==> src/rtl/tsc_pkg.sv <==
// Shared types and constants for the reference-page scale and offset calculator.
// Holds the power-of-two quotient table and the status struct passed between modules.
// No dependencies.
`default_nettype none

package tsc_pkg;

  // Divisor that turns nanoseconds into 100 ns units.
  localparam logic [6:0] DIVISOR = 7'd100;

  // One table entry: floor(2^k / 100) and 2^k mod 100.
  typedef struct packed {
    logic [56:0] quo;
    logic [6:0]  rem;
  } pow_entry_t;

  typedef pow_entry_t [63:0] pow_tbl_t;

  // Status that travels with the scale result.
  typedef struct packed {
    logic vld;  // a transfer is present in this stage
    logic ok;   // the parameter set is usable
  } scale_status_t;

  // Builds the table by doubling, so no division appears at all.
  function automatic pow_tbl_t build_pow_tbl();
    pow_tbl_t   tbl;
    logic [56:0] quo;
    logic [7:0]  rem;
    logic [7:0]  rem2;
    quo = '0;
    rem = 8'd1;
    for (int k = 0; k < 64; k++) begin
      tbl[6'(k)].quo = quo;
      tbl[6'(k)].rem = rem[6:0];
      rem2 = {rem[6:0], 1'b0};
      if (rem2 >= {1'b0, DIVISOR}) begin
        quo = {quo[55:0], 1'b1};
        rem = rem2 - {1'b0, DIVISOR};
      end else begin
        quo = {quo[55:0], 1'b0};
        rem = rem2;
      end
    end
    return tbl;
  endfunction

  localparam pow_tbl_t POW_TBL = build_pow_tbl();

endpackage

`default_nettype wire

==> src/rtl/tsc_scale_calc.sv <==
// Six-stage pipeline that checks a clock-parameter set and computes
// floor(2^(32+shift) * multiplier / 100). Depends on tsc_pkg.
`default_nettype none

module tsc_scale_calc import tsc_pkg::*; (
  input  logic                clk,
  input  logic                rst,
  input  logic                in_vld,
  input  logic [7:0]          clock_flags,
  input  logic signed [5:0]   shift_amount,
  input  logic [31:0]         tick_multiplier,
  output scale_status_t       status,
  output logic [63:0]         scale
);

  localparam logic [31:0] RECIP_WIDE  = 32'h51EB851F;  // ceil(2^37 / 100)
  localparam logic [12:0] RECIP_SMALL = 13'd5243;      // ceil(2^19 / 100)
  localparam logic [5:0]  MIN_EXP     = 6'd7;

  logic [5:0]  exp_k;
  logic [31:0] hi_part;
  logic        set_ok;

  // Exponent k = 32 + shift is the shift field with its sign bit inverted.
  assign exp_k   = {~shift_amount[5], shift_amount[4:0]};
  // High word of multiplier * 2^k beyond bit 64; the scale fits when it is below 100.
  assign hi_part = tick_multiplier >> (7'd64 - {1'b0, exp_k});
  assign set_ok  = clock_flags[0] && (exp_k >= MIN_EXP) && (hi_part < {25'd0, DIVISOR});

  // Stage A
  logic        a_vld, a_ok;
  logic [31:0] a_mul;
  pow_entry_t  a_pow;

  always_ff @(posedge clk) begin
    if (rst) begin
      a_vld <= 1'b0;
    end else begin
      a_vld <= in_vld;
    end
    a_ok  <= set_ok;
    a_mul <= tick_multiplier;
    a_pow <= POW_TBL[exp_k];
  end

  // Stage B: partial products of multiplier * quotient, and multiplier / 100.
  logic        b_vld, b_ok;
  logic [31:0] b_mul;
  logic [6:0]  b_rem;
  logic [63:0] b_plo;
  logic [31:0] b_phi;
  logic [63:0] b_recip;

  always_ff @(posedge clk) begin
    if (rst) begin
      b_vld <= 1'b0;
    end else begin
      b_vld <= a_vld;
    end
    b_ok    <= a_ok;
    b_mul   <= a_mul;
    b_rem   <= a_pow.rem;
    b_plo   <= {32'd0, a_mul} * {32'd0, a_pow.quo[31:0]};
    b_phi   <= a_mul * {7'd0, a_pow.quo[56:32]};
    b_recip <= {32'd0, a_mul} * {32'd0, RECIP_WIDE};
  end

  // Stage C: split the multiplier as 100 * a + b and sum the partial products.
  logic [25:0] mul_quot;
  logic [31:0] mul_diff;

  assign mul_quot = b_recip[62:37];
  assign mul_diff = b_mul - ({6'd0, mul_quot} * 32'd100);

  logic        c_vld, c_ok;
  logic [25:0] c_a;
  logic [6:0]  c_b;
  logic [6:0]  c_rem;
  logic [63:0] c_pr;

  always_ff @(posedge clk) begin
    if (rst) begin
      c_vld <= 1'b0;
    end else begin
      c_vld <= b_vld;
    end
    c_ok  <= b_ok;
    c_a   <= mul_quot;
    c_b   <= mul_diff[6:0];
    c_rem <= b_rem;
    c_pr  <= b_plo + {b_phi, 32'd0};
  end

  // Stage D: multiplier * (2^k mod 100) split into a * r and b * r.
  logic        d_vld, d_ok;
  logic [32:0] d_ar;
  logic [13:0] d_br;
  logic [63:0] d_pr;

  always_ff @(posedge clk) begin
    if (rst) begin
      d_vld <= 1'b0;
    end else begin
      d_vld <= c_vld;
    end
    d_ok <= c_ok;
    d_ar <= {7'd0, c_a} * {26'd0, c_rem};
    d_br <= {7'd0, c_b} * {7'd0, c_rem};
    d_pr <= c_pr;
  end

  // Stage E: floor(b * r / 100) by reciprocal; exact for products below 10000.
  logic [26:0] br_recip;

  assign br_recip = {13'd0, d_br} * {14'd0, RECIP_SMALL};

  logic        e_vld, e_ok;
  logic [63:0] e_sum;
  logic [6:0]  e_frac;

  always_ff @(posedge clk) begin
    if (rst) begin
      e_vld <= 1'b0;
    end else begin
      e_vld <= d_vld;
    end
    e_ok   <= d_ok;
    e_sum  <= d_pr + {31'd0, d_ar};
    e_frac <= br_recip[25:19];
  end

  // Stage F
  always_ff @(posedge clk) begin
    if (rst) begin
      status.vld <= 1'b0;
    end else begin
      status.vld <= e_vld;
    end
    status.ok <= e_ok;
    scale     <= e_sum + {57'd0, e_frac};
  end

endmodule

`default_nettype wire

==> config.mk <==
export PLATFORM = sky130hd
export DESIGN_NAME = tsc_scale_calc
export DESIGN_NICKNAME = d
export VERILOG_FILES = /design/src/rtl/tsc_pkg.sv /design/src/rtl/tsc_scale_calc.sv
export SDC_FILE = /design/constraint.sdc
export NUM_CORES = 2
export LEC_CHECK = 0
export BUFFER_PORTS_ARGS = -buffer_cell sky130_fd_sc_hd__buf_2
export CAP_MARGIN = 20
export CELL_PAD_IN_SITES_DETAIL_PLACEMENT = 1
export CELL_PAD_IN_SITES_GLOBAL_PLACEMENT = 2
export CORE_ASPECT_RATIO = 1.25
export CORE_MARGIN = 10
export CORE_UTILIZATION = 43
export DETAILED_ROUTE_END_ITERATION = 8
export PLACE_DENSITY_LB_ADDON = 0.25
export SLEW_MARGIN = 25
export SYNTH_ARGS = -nofsm -noshare
export SYNTH_HDL_FRONTEND = slang
export SYNTH_SLANG_ARGS = --single-unit
export TNS_END_PERCENT = 10
==> constraint.sdc <==
create_clock -name clk -period 8.7 [get_ports clk]
set_input_delay 1.305 -clock clk [delete_from_list [all_inputs] [get_ports clk]]
set_output_delay 1.305 -clock clk [all_outputs]
set_load 0.005 [all_outputs]
## Yosys cells after proc, flatten, opt, wreduce, memory -nomap -nowiden

Memory sizes are Yosys's and may differ from the RTL's. A register that Yosys moved wholly into a read port is not among the register bits.
Cells that the tools add are included.

- Add/subtract/negate cells: 5
- Multipliers: 7
- Divide/modulo/power cells: 0
- Order comparisons: 2
- Equal/unequal tests: 0
- Shifts and indexed selects: 1
- Mux-type cells: 0
- Bitwise gates (word level): 1
- Reduce and logical (&&, ||, !) cells: 2

Operators with widths:

| kind | count |
|---|---|
| adder 64 x 33 -> 64 bit | 1 |
| adder 64 bit | 1 |
| adder 64 x 7 -> 64 bit | 1 |
| multiplier 32 x 32 -> 64 bit | 1 |
| multiplier 32 x 31 -> 63 bit (second input constant) | 1 |
| multiplier 26 x 7 -> 33 bit | 1 |
| < comparator 32 x 7 -> 1 bit (second input constant) | 1 |
| multiplier 32 x 25 -> 32 bit | 1 |
| right shift 32 x 7 -> 32 bit | 1 |
| multiplier 14 x 13 -> 26 bit (second input constant) | 1 |
| multiplier 26 x 5 -> 5 bit (second input constant) | 1 |
| multiplier 7 x 7 -> 14 bit | 1 |
| subtractor 7 x 6 -> 7 bit (first input constant) | 1 |
| subtractor 7 bit | 1 |
| greater-or-equal comparator 6 x 3 -> 1 bit (second input constant) | 1 |
| logical AND 1 bit | 2 |
| NOT 1 bit | 1 |

- Bits in registers: 567
- Latch bits: 0
- RAM bits: 0
- Bits in read-only memories: 4,096
- Bits of input ports: 49
- Output and inout port bits: 66
- Word-level logic and storage cells: 47
- Memories kept: 1

Memory list:

| name | words | bits a word | read ports | clocked after Yosys merged registers in | write ports | RTL line | text |
|---|---|---|---|---|---|---|---|
| (name not given) | 64 | 64 | 1 | 1 | 0 | tsc_scale_calc.sv:43 | `a_pow <= POW_TBL[exp_k];` |

## Depth between registers and ports, before layout

- Depth in word-level cells: 5
- Depth in mapped cells: 29
- Gate-level depth less buffers: 28

## Least setup slack after synthesis

No wires, ideal clock.

- Path type: register to register
- Start point: register a_mul[25]
- End point: register b_plo[58]
- Library setup time: 62 ps
- Arrival time: 7,644 ps
- Required time: 8,638 ps
- Path slack: 995 ps
- Stages on the path, launching flop included: 28
- Buffers on the path: 2
- Clock period less this slack: 7,705 ps
- Path through: dfxtp_1 > clkbuf_1 > nand2_1 > fa_1 > inv_1 > fa_1 > inv_1 > fa_1 > inv_1 > fa_1 > fa_1 > fa_1 > fa_1 > inv_1 > fa_1 > inv_1 > ha_1 > clkbuf_2 > a21oi_2 > o21ai_0 > nor4_1 > nand4_1 > o2111ai_2 > o221ai_2 > a211oi_2 > a21oi_2 > or4b_1 > nand3_1

- Word-level cells in the longest chain between the ends: 1

RTL lines:

| what | RTL line | text |
|---|---|---|
| start, declared | tsc_scale_calc.sv:32 | `logic [31:0] a_mul;` |
| start signal, assigned | tsc_scale_calc.sv:42 | `a_mul <= tick_multiplier;` |
| multiplier 32 x 32 -> 64 bit | tsc_scale_calc.sv:63 | `b_plo <= {32'd0, a_mul} * {32'd0, a_pow.quo[31:0]};` |
| end signal, assigned | tsc_scale_calc.sv:63 |  |
| end, declared | tsc_scale_calc.sv:50 | `logic [63:0] b_plo;` |

Every way passes these cells.
A chain may end at the register's enable or synchronous reset.

## Worst setup path after layout

- Start point: register a_mul[15]
- End point: register b_plo[59]

The elaborated chain is that of the path after synthesis.

==> results by group <==
Yosys
  – Synth async-reset ratio: 0%
  – Top FF cell, synth: dfxtp_1
  – Simple-gate share of the synthesized area: 12.1%
  – Largest cells by area after synthesis: fa_1, ha_1, dfxtp_1
  – Seq/Total Area, Yosys: 14.7%
  – Top-area cell type share of the netlist area: 36.9%
  – Yosys cell types: 82
  – Synth warn: 0
  – Area fraction in compound gates after synthesis: 5.77%
  – Count leader, synth: inv_1
  – Largest family of logic cells by synthesized area: adder cells
  – Adder-cell share of the synthesized area: 53.5%
  – Syn avg cell area: 9.76 sq um
  – Mapped cell area: 69800 sq um
  – Mux contribution to synthesized area: 0.911%
  – Post-synth EDFFs: 0
  – #FFs+latches synth: 513
  – Syn Inst Count: 7149
  – Synth cell count leaders: inv_1, fa_1, ha_1
  – Cell taking the most area after synthesis: fa_1
  – Synth Area in XOR/XNOR: 3.06%

Routing
  – Top Layer Used: met4
  – DRT Wirelength: 198000 um
  – Post-route ant nets: 0
  – WL met2: 101000 um
  – 1st-pass router iterations: 8
  – Remaining DRCs: 0
  – Via/cell ratio: 5.10
  – Via Count: 48200
  – DR WL met3: 6520 um
  – Initial DRC count: 2001
  – DRT met1 WL: 82300 um
  – Drt wl/cell: 20.9 um

Clock tree
  – CTS clk-pin slew, worst paths: 0.06 ns
  – CTS Buf Count: 54
  – Setup Fix Bufs, Post-CTS: 0
  – Clk_lat worst skew: 0.68 ns
  – H-tree levels: 2
  – Hold buffers post-CTS: 0
  – CTS tree: yes
  – Root buf cell: clkbuf_16
  – Max Root-Sink Buffers: 3
  – Clock sink count: 513

Timing
  – Crit path time final: 8.31 ns
  – Slew Viols, Final: 0
  – Slew margin rel.: 26.3%
  – TNS Setup: 0 ns
  – Setup Skew: 0.0623 ns
  – Worst-Margin Slew: 1.10 ns
  – Final setup vio count: 0
  – RSZ-0062 raised after global routing: false
  – Peak Freq: 0.120 GHz
  – Final hold viol count: 0
  – Final period utilization: 95.5%

Floorplanning
  – Core box area: 161000 sq um
  – Boundary Pins: 115
  – Die height: 470 um
  – Die Wd: 380 um
  – Die area: 179000 sq um
  – Starting density of the core: 43.2%
  – # rows: 165

Job
  – Max_cap viols: 0

Layout
  – Syn-to-layout area delta: 8.18%
  – Share of cells above drive strength 1: 5.56%
  – Storage cell area: 10300 sq um
  – Multi-input logic area: 52600 sq um
  – Final nets: 9498
  – Fillers: 18300

Critical path
  – CP dominant cell by count: fa_1
  – Slowest Stage Delay on Critical Path: 0.87 ns
  – Crit path required time: 9.23 ns
  – CP Capture Type: register
  – Startpoint Class: register
  – Crit path DAT: 8.84 ns
  – WP buf/inv: 3
  – CP delay by family, top: adder cells
  – Slowest cell on the critical path: dfxtp_1
  – Crit-path max FO: 13
  – Critical path class: reg -> reg
  – Worst path cell trace: buf_4, and2_1, fa_1, fa_1, inv_1, fa_1, fa_1, fa_1, inv_1, fa_1, fa_1, fa_1, ha_1, a21oi_1, o21ai_0, a21oi_1, o21ai_0, o2111ai_1, o211ai_1, o21ai_0, o31ai_1, o41ai_1, o21ai_0

Placement
  – Final Wtd Congestion: 0.908
  – PortBufs: 105
  – HPWL after DPL: 169000 um

Global route
  – Largest net degree at the start of global routing: 49
  – Total global-route track usage: 22.4%
  – GR Overflow Total: 0
  – First-pass GRT wire length: 317000 um
  – Initial antenna violation count: 8
  – Number of global-route vias before repair: 56100

Hold path
  – Min-delay worst type: reg -> reg

Run status
  – Status: finished clean
state kept, by name, indices dropped and copies added (netlist names), 14 cells and up:
signal   count
scale       62
d_br        14
d_ar        33
a_mul       32
b_recip     26
b_plo       60
c_pr        60
a_pow       32
e_sum       61
c_a         26
d_pr        60
stage by stage:
| stage | instance area (sq um) | hold WS, ns | worst slack [ns] | std cells | utilization, % |
|---|---|---|---|---|---|
| 3_5_place_dp | 73400 | 0.313 | 0.357 | 9349 | 45.5 |
| 5_1_grt | 75500 | 0.284 | 0.0390 | 9451 | 46.8 |
| 3_3_place_gp | 73400 | 0.310 | 0.526 | 9349 | 45.5 |
| 2_1_floorplan | 69800 | 0.310 | 0.995 | 7150 | - |
| 4_1_cts | 75500 | 0.279 | 0.321 | 9449 | 46.7 |
| 6_report | 75500 | 0.281 | 0.394 | 9453 | 46.8 |
layout by cell type (no fill, tap or decap), types with 12 or more instances in the layout:
cell,count
inv_1,1620
fa_1,1286
ha_1,928
nand2_1,619
and2_1,581
dfxtp_1,492
a21oi_1,193
xnor2_1,177
nor2_1,164
buf_4,120
o21ai_0,117
buf_2,105
a21o_1,86
xor2_1,67
nand3_1,64
clkbuf_16,54
and3_1,46
nor3_1,40
nor2b_1,37
nand4_1,36
o21a_1,30
o21bai_1,30
a31oi_1,25
mux2i_1,23
dfxtp_2,21
a211oi_1,20
o211ai_1,19
nand2b_1,18
o31ai_1,14
buf_12,14
or3_1,12
mux2_2,12
mux4_2,12
logic make-up (layout without fill, tap and decap cells):
| logic type | after synthesis | after routing |
|---|---|---|
| xor+xnor | 244 | 244 |
| buf+inv | 1832 | 1961 |
| fa+ha+maj | 2214 | 2214 |
| mux | 47 | 47 |
| flops | 513 | 513 |
| compound gates | 627 | 627 |
| simple gates | 1671 | 1671 |
| other cells | 1 | 5 |
per-layer routing:
layer	vias to the layer above	track usage [%]
met3	276	2.20
met5	-	0
met4	0	7.63
met2	784	40.8
met1	25100	27.4
li1	22100	-
layout make-up:
type / count / area share, %
inverters: 1621 / 8.06
repair buffers: 240 / 2.28
multi-input cells: 4805 / 69.7
clock inverters: 35 / 0.767
diodes: 3 / 0.00995
flip-flops and latches: 513 / 13.6
clock buffers: 65 / 1.94
well taps: 2171 / 3.60
final timing paths:
kind          endpoint        start  cells after the start  slack, ns
max          b_plo[59]    a_mul[15]                     23       0.39
min            c_a[19]  b_recip[56]                      0       0.28
max reg2reg  b_plo[59]    a_mul[15]                     23       0.39
min reg2reg    c_a[19]  b_recip[56]                      0       0.28
what timing repair did:
item                                    in CTS  in global routing
gates resized for setup                      0                  1
endpoints found under the hold margin        0                  0
endpoints found under the setup margin       0                  4
Power is left out: the tool's default activity adds up to more than one toggle a clock period on the data nets, which glitch-free logic cannot reach.
