$ cat config.mk
export PLATFORM = sky130hd
export DESIGN_NAME = tsc_div100
export DESIGN_NICKNAME = d
export VERILOG_FILES = /design/src/rtl/tsc_div100.sv
export SDC_FILE = /design/constraint.sdc
export NUM_CORES = 2
export LEC_CHECK = 0
export BUFFER_PORTS_ARGS = -buffer_cell sky130_fd_sc_hd__buf_4
export CORE_ASPECT_RATIO = 1.25
export CORE_MARGIN = 4
export CORE_UTILIZATION = 30
export CTS_CLUSTER_DIAMETER = 150
export DETAILED_ROUTE_END_ITERATION = 8
export GPL_TIMING_DRIVEN = 0
export PLACE_DENSITY = 0.53
export SYNTH_ARGS = -nofsm -noshare
export SYNTH_HDL_FRONTEND = slang
export SYNTH_SLANG_ARGS = --single-unit
$ cat constraint.sdc
create_clock -name clk -period 6.8 [get_ports clk]
set_clock_uncertainty 0.15 [all_clocks]
set_input_delay 0.34 -clock clk [delete_from_list [all_inputs] [get_ports clk]]
set_output_delay 0.34 -clock clk [all_outputs]
set_load 0.02 [all_outputs]
$ cat src/rtl/tsc_div100.sv
// Eight-stage pipeline that divides a 64-bit value by 100, one 16-bit digit
// per pair of stages. No package dependencies.
`default_nettype none

module tsc_div100 (
  input  logic        clk,
  input  logic [63:0] x,
  output logic [63:0] quo
);

  localparam logic [23:0] RECIP = 24'd10737419;  // ceil(2^30 / 100)

  // Multiply stage of each digit step.
  logic [63:0] m_x    [0:3];
  logic [63:0] m_q    [0:3];
  logic [22:0] m_cur  [0:3];
  logic [46:0] m_prod [0:3];
  // Remainder stage of each digit step.
  logic [63:0] d_x    [0:3];
  logic [63:0] d_q    [0:3];
  logic [6:0]  d_rem  [0:3];

  logic [63:0] in_x   [0:3];
  logic [63:0] in_q   [0:3];
  logic [6:0]  in_rem [0:3];
  logic [22:0] cur    [0:3];
  logic [15:0] qdig   [0:3];
  logic [22:0] diff   [0:3];
  logic [63:0] q_ins  [0:3];

  always_comb begin
    in_x[0]   = x;
    in_q[0]   = '0;
    in_rem[0] = '0;
    for (int i = 1; i < 4; i++) begin
      in_x[i]   = d_x[i-1];
      in_q[i]   = d_q[i-1];
      in_rem[i] = d_rem[i-1];
    end
    for (int i = 0; i < 4; i++) begin
      // The running remainder is below 100, so the partial dividend stays under 2^23.
      cur[i]   = {in_rem[i], in_x[i][(3-i)*16 +: 16]};
      qdig[i]  = m_prod[i][45:30];
      diff[i]  = m_cur[i] - ({7'd0, qdig[i]} * 23'd100);
      q_ins[i] = m_q[i] | ({48'd0, qdig[i]} << ((3-i)*16));
    end
  end

  always_ff @(posedge clk) begin
    for (int i = 0; i < 4; i++) begin
      m_x[i]    <= in_x[i];
      m_q[i]    <= in_q[i];
      m_cur[i]  <= cur[i];
      m_prod[i] <= {24'd0, cur[i]} * {23'd0, RECIP};
      d_x[i]    <= m_x[i];
      d_q[i]    <= q_ins[i];
      d_rem[i]  <= diff[i][6:0];
    end
  end

  assign quo = d_q[3];

endmodule

`default_nettype wire

Yosys cells after proc, flatten, opt, wreduce, memory -nomap -nowiden:

Memory sizes are Yosys's and may differ from the RTL's.
Index checks and enable logic that the tools add are counted.
W data, S select, Z words.

* memory bits (writable): 1332
* flip-flop bits (word level): 0
* logic and storage cells: 23
* input port bits: 65
* output and inout bits: 64
* memories kept: 7

Memories
* d_q: words 4, width 64, rd ports 4, clocked after Yosys merged registers in 0, write ports 4, RTL line 20 `logic [63:0] d_q [0:3];`
* d_x: words 4, width 64, rd ports 3, clocked after Yosys merged registers in 0, write ports 4, RTL line 19 `logic [63:0] d_x [0:3];`
* m_q: words 4, width 64, rd ports 4, clocked after Yosys merged registers in 0, write ports 4, RTL line 15 `logic [63:0] m_q [0:3];`
* m_x: words 4, width 64, rd ports 4, clocked after Yosys merged registers in 0, write ports 4, RTL line 14 `logic [63:0] m_x [0:3];`
* m_prod: words 4, width 47, rd ports 4, clocked after Yosys merged registers in 0, write ports 4, RTL line 17 `logic [46:0] m_prod [0:3];`
* m_cur: words 4, width 23, rd ports 4, clocked after Yosys merged registers in 0, write ports 4, RTL line 16 `logic [22:0] m_cur [0:3];`
* 1 more memories

* $mul: 8
* add/subtract/negate cells: 4
* bitwise gates (word level): 4

Operators by type and width (count)
* $mul A23 B24 Y47 const B: 3
* $mul A16 B5 Y5 const B: 4
* $or A64 B16 Y64: 1
* $or A64 B32 Y64: 1
* $or A64 B48 Y64: 1
* $or A64 B64 Y64: 1
* $mul A16 B24 Y40 const B: 1
* $sub A7 B7 Y7: 4

Depth between registers and ports, before layout:

An unclocked memory read counts as a cell.

* depth after elaboration: 3
* gate-level depth with buffers: 25
* mapped depth without buffers: 25

Least setup slack after synthesis:

No wires, ideal clock.

* path kind: flip-flop to flip-flop
* from: memory d_x[2][6]
* to: memory m_prod[3][40]
* data arrival time: 6451 ps
* buffers on the path: 0
* period minus slack after synthesis: 6725 ps
* setup slack: 75 ps
* setup time: 124 ps
* data required time: 6526 ps
* stages on the path, launching flop included: 24
* cells stage by stage: dfxtp_1 -> inv_1 -> fa_1 -> inv_1 -> fa_1 -> inv_1 -> fa_1 -> fa_1 -> inv_1 -> fa_1 -> fa_1 -> inv_1 -> fa_1 -> inv_1 -> ha_1 -> nand2_1 -> or4_1 -> or4_1 -> a31oi_1 -> nor2_1 -> o21ai_4 -> a311o_2 -> mux2i_1 -> nand3_1

RTL lines (RTL line)
* start: declaration: 19
* end: declaration: 17

==> tab_implementation.tex <==
\begin{tabular}{lr}
\hline
Metric & Value \\
\hline
\multicolumn{2}{l}{\textbf{Finish}} \\
\quad Area Overhead vs Synth & 16.31\% \\
\quad Number of antenna diodes & 0 \\
\quad Area of all placed cells without fillers & about 51,000 sq um \\
\quad Fill cells & 14,474 \\
\quad Sequential Area & between 10,000 and 15,000 sq um \\
\quad Fraction of final layout cells with drive strength greater than 1 & 0.1104 \\
\quad Post-layout net count & between 5,000 and 6,000 \\
\quad Area of combinational cells with multiple inputs & between 30,000 and 40,000 sq um \\
\multicolumn{2}{l}{\textbf{Synthesis}} \\
\quad Sequential cell area fraction in the yosys report & 0.2309 \\
\quad Cell taking the most area after synthesis & sky130\_fd\_sc\_hd\_\_fa\_1 \\
\quad Cell area after synthesis & between 40,000 and 50,000 sq um \\
\quad Yosys Warn Count & 0 \\
\quad Cell count after synthesis & between 3,000 and 4,000 \\
\quad Top cell type's share of synthesized area & 0.3222 \\
\quad Number of enable-type register cells in the synthesized netlist & 0 \\
\quad Async S/R FF share, synth & 0 \\
\quad Synth Flop Type & sky130\_fd\_sc\_hd\_\_dfxtp\_1 \\
\quad Yosys reg bits & around 500 \\
\quad Distinct cell type count after synthesis & 62 \\
\quad Cell types occupying the most area after synthesis & sky130\_fd\_sc\_hd\_\_fa\_1, sky130\_fd\_sc\_hd\_\_ha\_1, sky130\_fd\_sc\_hd\_\_dfxtp\_1 \\
\quad Avg Cell Area, Syn & about 11 sq um \\
\multicolumn{2}{l}{\textbf{Floorplan}} \\
\quad Core Rows & approximately 160 \\
\quad Height of the die & around 440 microns \\
\quad DIE WIDTH & between 300 and 400 microns \\
\quad Top-level I/O count & about 130 \\
\quad Die Outline Area & $\sim$150,000 sq um \\
\quad Total core area & $\sim$150,000 sq um \\
\quad Initial standard-cell utilization of the core & 0.3025 \\
\multicolumn{2}{l}{\textbf{Clock network}} \\
\quad Root Buffer Master & sky130\_fd\_sc\_hd\_\_clkbuf\_16 \\
\quad Inserted Clock Buffers & 56 \\
\quad Clock tree from TritonCTS & done \\
\quad Number of sinks on the clock net & around 510 \\
\quad Deepest level of the CTS H-tree & 2 \\
\quad Source-to-sink clock delay at the later pin of the worst-skew pair & 0.64 ns \\
\quad CTS clock-pin slew for the worst setup and hold paths & about 0.06 ns \\
\quad Maximum root-to-sink buffer count & 3 \\
\multicolumn{2}{l}{\textbf{Timing}} \\
\quad Final hold slack & about 0.14 ns \\
\quad Number of setup violations in the final report & 9 \\
\quad Period minus WS final & about 7 ns \\
\quad Transition time of the tightest slew-check pin & just under 0.9 ns \\
\quad Headroom to the max-slew limit & 0.4051 \\
\quad F\_max & approximately 140 MHz \\
\quad Hold Fails Final Rpt & 0 \\
\quad Final sum of negative setup slack & -0.3210 ns \\
\quad Post-layout worst setup margin & -0.1075 ns \\
\quad Setup repair after global routing missed its margin & yes \\
\quad Pins over their slew limit & 0 \\
\quad Final critical-path share of the clock period & 1.016 \\
\multicolumn{2}{l}{\textbf{Setup path}} \\
\quad Category of the worst setup path capture point & flip-flop \\
\quad CP arrival & $\sim$7.3 ns \\
\quad Setup crit start kind & flip-flop \\
\quad Maximum fanout along the worst path & 4 \\
\quad Data required time at the worst endpoint & about 7.2 ns \\
\quad WS Path Type & reg2reg \\
\multicolumn{2}{l}{\textbf{GRT}} \\
\quad Met1 layer usage reported by global route & 0.1591 \\
\quad Pin count of the biggest net entering global routing & 16 \\
\quad GR peak layer & met2 \\
\quad Global Route Usage Sum & 0.1409 \\
\quad Number of global-route vias before repair & 29,870 \\
\quad GR met3 Demand/Resource & 0.01664 \\
\quad GRT overflow & 0 \\
\quad Initial antenna violation count & 1 \\
\quad Global Route met2 Usage & 0.2717 \\
\quad First-pass GRT wire length & 165,500 microns \\
\multicolumn{2}{l}{\textbf{Run status}} \\
\quad Violations in the final reports & setup timing \\
\quad Result of the run & finished with violations \\
\multicolumn{2}{l}{\textbf{Route}} \\
\quad Initial drt markers & 827 \\
\quad Vias after detailed routing & between 20,000 and 30,000 \\
\quad Wirelength per Cell & between 15 and 20 microns \\
\quad Total wirelength of the detailed-routed design & between 100,000 and 150,000 microns \\
\quad Routed vias/inst & $\sim$4.3 \\
\quad Number of design rule violations left after detail routing & 0 \\
\quad Iteration count of the initial detailed-routing pass & 5 \\
\quad Count of antenna-violating nets left after detailed routing & 0 \\
\multicolumn{2}{l}{\textbf{Placed design}} \\
\quad Pre-CTS WS & -1.112 ns \\
\quad \# port buffers & around 120 \\
\quad Final Wtd Congestion & roughly 0.9 \\
\quad Detailed placement HPWL & 88,190 microns \\
\quad Dpl cell area & 47,180 sq um \\
\multicolumn{2}{l}{\textbf{Worst hold path}} \\
\quad Type of the tightest min-delay check & in2reg \\
\multicolumn{2}{l}{\textbf{Run}} \\
\quad Number of max-capacitance violations reported & 0 \\
\hline
\end{tabular}
[cell type report]
cell class	instances	share of cell area
Inverter	1115	0.08212
Sequential cell	506	0.2014
Tap cell	1896	0.04649
Multi-Input combinational cell	2260	0.5892
Buffer	11	0.001251
Clock buffer	68	0.02933
Timing Repair Buffer	253	0.04075
Clock inverter	36	0.009441
[kinds of logic (layout without fill, tap and decap cells)]
family / after synthesis / in the layout / synth area share
fa+ha+maj: 1604 / 1604 / 0.5783
other cells: 1 / 6 / 0.00008548
mux: 1 / 1 / 0.0002282
buf+inv: 1126 / 1483 / 0.09686
xor+xnor: 96 / 96 / 0.01917
simple gates: 223 / 223 / 0.02556
flops: 506 / 506 / 0.2309
compound gates: 330 / 330 / 0.04889
[placed cells by master, fill, tap and decap left out, types with 10 or more instances in the layout]
cell type                       netlist  final
sky130_fd_sc_hd__dfxtp_4              0     34
sky130_fd_sc_hd__xnor2_1             67     67
sky130_fd_sc_hd__nand2_1             61     59
sky130_fd_sc_hd__dfxtp_1            506    457
sky130_fd_sc_hd__dlygate4sd3_1        0     55
sky130_fd_sc_hd__dfxtp_2              0     15
sky130_fd_sc_hd__inv_1             1115   1104
sky130_fd_sc_hd__a21oi_2              2     12
sky130_fd_sc_hd__buf_4                6    195
sky130_fd_sc_hd__nand3_1             16     16
sky130_fd_sc_hd__o21bai_1            11     11
sky130_fd_sc_hd__nand4_1             20     20
sky130_fd_sc_hd__a21o_1              72     72
sky130_fd_sc_hd__a21oi_1            108     98
sky130_fd_sc_hd__fa_1               706    683
sky130_fd_sc_hd__nor2_1              42     41
sky130_fd_sc_hd__clkbuf_1             5     12
sky130_fd_sc_hd__and3_1              13     11
sky130_fd_sc_hd__o211ai_1            15     15
sky130_fd_sc_hd__a211oi_1            13     11
sky130_fd_sc_hd__fa_2                 0     23
sky130_fd_sc_hd__ha_1               898    871
sky130_fd_sc_hd__nor3_1              22     19
sky130_fd_sc_hd__ha_4                 0     17
sky130_fd_sc_hd__xor2_1              29     29
sky130_fd_sc_hd__clkbuf_16            0     56
sky130_fd_sc_hd__o21ai_0             43     39
sky130_fd_sc_hd__ha_2                 0     10
[worst max-delay path: stages, from the launching register on]
cell,delay [ns]
sky130_fd_sc_hd__dfxtp_4,0.39
sky130_fd_sc_hd__inv_4,0.05
sky130_fd_sc_hd__fa_1,0.52
sky130_fd_sc_hd__inv_2,0.06
sky130_fd_sc_hd__fa_1,0.58
sky130_fd_sc_hd__inv_2,0.05
sky130_fd_sc_hd__fa_2,0.54
sky130_fd_sc_hd__fa_1,0.43
sky130_fd_sc_hd__inv_2,0.08
sky130_fd_sc_hd__fa_2,0.44
sky130_fd_sc_hd__fa_1,0.50
sky130_fd_sc_hd__inv_1,0.05
sky130_fd_sc_hd__fa_1,0.50
sky130_fd_sc_hd__inv_2,0.05
sky130_fd_sc_hd__ha_4,0.26
sky130_fd_sc_hd__nand2_4,0.05
sky130_fd_sc_hd__or4_4,0.50
sky130_fd_sc_hd__or4_4,0.53
sky130_fd_sc_hd__a31oi_4,0.17
sky130_fd_sc_hd__nor2_2,0.06
sky130_fd_sc_hd__buf_6,0.15
sky130_fd_sc_hd__o21ai_4,0.16
sky130_fd_sc_hd__a311o_2,0.27
sky130_fd_sc_hd__mux2i_1,0.20
sky130_fd_sc_hd__nand3_1,0.08
[timing repair]
| action | 4_1_cts | 5_1_grt |
|---|---|---|
| gates resized for setup | 120 | 100 |
| endpoints found under the hold margin | 55 | 0 |
| pin swaps | 32 | 48 |
| hold buffers | 55 | 0 |
| buffers inserted | 45 | 31 |
| setup endpoints to repair | 43 | 38 |
[state kept, by name, summed over array words and instances (netlist names)]
signal	flops
m_q	78
m_prod	58
d_rem	17
d_x	100
m_x	117
d_q	136
[stage by stage]
step	instances	util
3_5_place_dp	5910	0.3253
2_1_floorplan	3892	-
6_report	6145	0.3518
5_1_grt	6145	0.3518
3_3_place_gp	5910	0.3253
4_1_cts	6114	0.3473
[synthesized netlist by cell type, types with 5 or more instances]
cell type and count:
sky130_fd_sc_hd__o21a_1 6, sky130_fd_sc_hd__nand3_1 16, sky130_fd_sc_hd__fa_1 706, sky130_fd_sc_hd__a21boi_0 7, sky130_fd_sc_hd__nand2b_1 7, sky130_fd_sc_hd__nor2_1 42, sky130_fd_sc_hd__nand2_1 61, sky130_fd_sc_hd__a21oi_1 108
sky130_fd_sc_hd__nor2b_1 6, sky130_fd_sc_hd__o21ai_0 43, sky130_fd_sc_hd__or2_2 9, sky130_fd_sc_hd__buf_4 6, sky130_fd_sc_hd__a21o_1 72, sky130_fd_sc_hd__nor3_1 22, sky130_fd_sc_hd__o211ai_1 15, sky130_fd_sc_hd__a211oi_1 13
sky130_fd_sc_hd__nor4_1 5, sky130_fd_sc_hd__xnor2_1 67, sky130_fd_sc_hd__xor2_1 29, sky130_fd_sc_hd__ha_1 898, sky130_fd_sc_hd__clkbuf_1 5, sky130_fd_sc_hd__dfxtp_1 506, sky130_fd_sc_hd__a31oi_1 14, sky130_fd_sc_hd__inv_1 1115
sky130_fd_sc_hd__nand4_1 20, sky130_fd_sc_hd__o21bai_1 11, sky130_fd_sc_hd__and3_1 13
[final timing paths]
check                                        start                    end  slack, ns  depth (start not counted)
worst max register to register   d_x[2][6]$_DFF_P_  m_prod[3][40]$_DFF_P_      -0.11                         24
worst max-delay path             d_x[2][6]$_DFF_P_  m_prod[3][40]$_DFF_P_      -0.11                         24
worst min-delay path                         x[63]  m_prod[0][39]$_DFF_P_       0.14                          4
worst min register to register  m_q[3][26]$_DFF_P_     d_q[3][26]$_DFF_P_       0.16                          0
[metal layers]
metal	part of all wire	routed length [microns]
met2	0.54	55970
met4	0.038	3941
met5	0	0
met3	0.026	2627
met1	0.39	40310
Power is left out: the tool's default activity adds up to more than one toggle a clock period on the data nets, which glitch-free logic cannot reach.
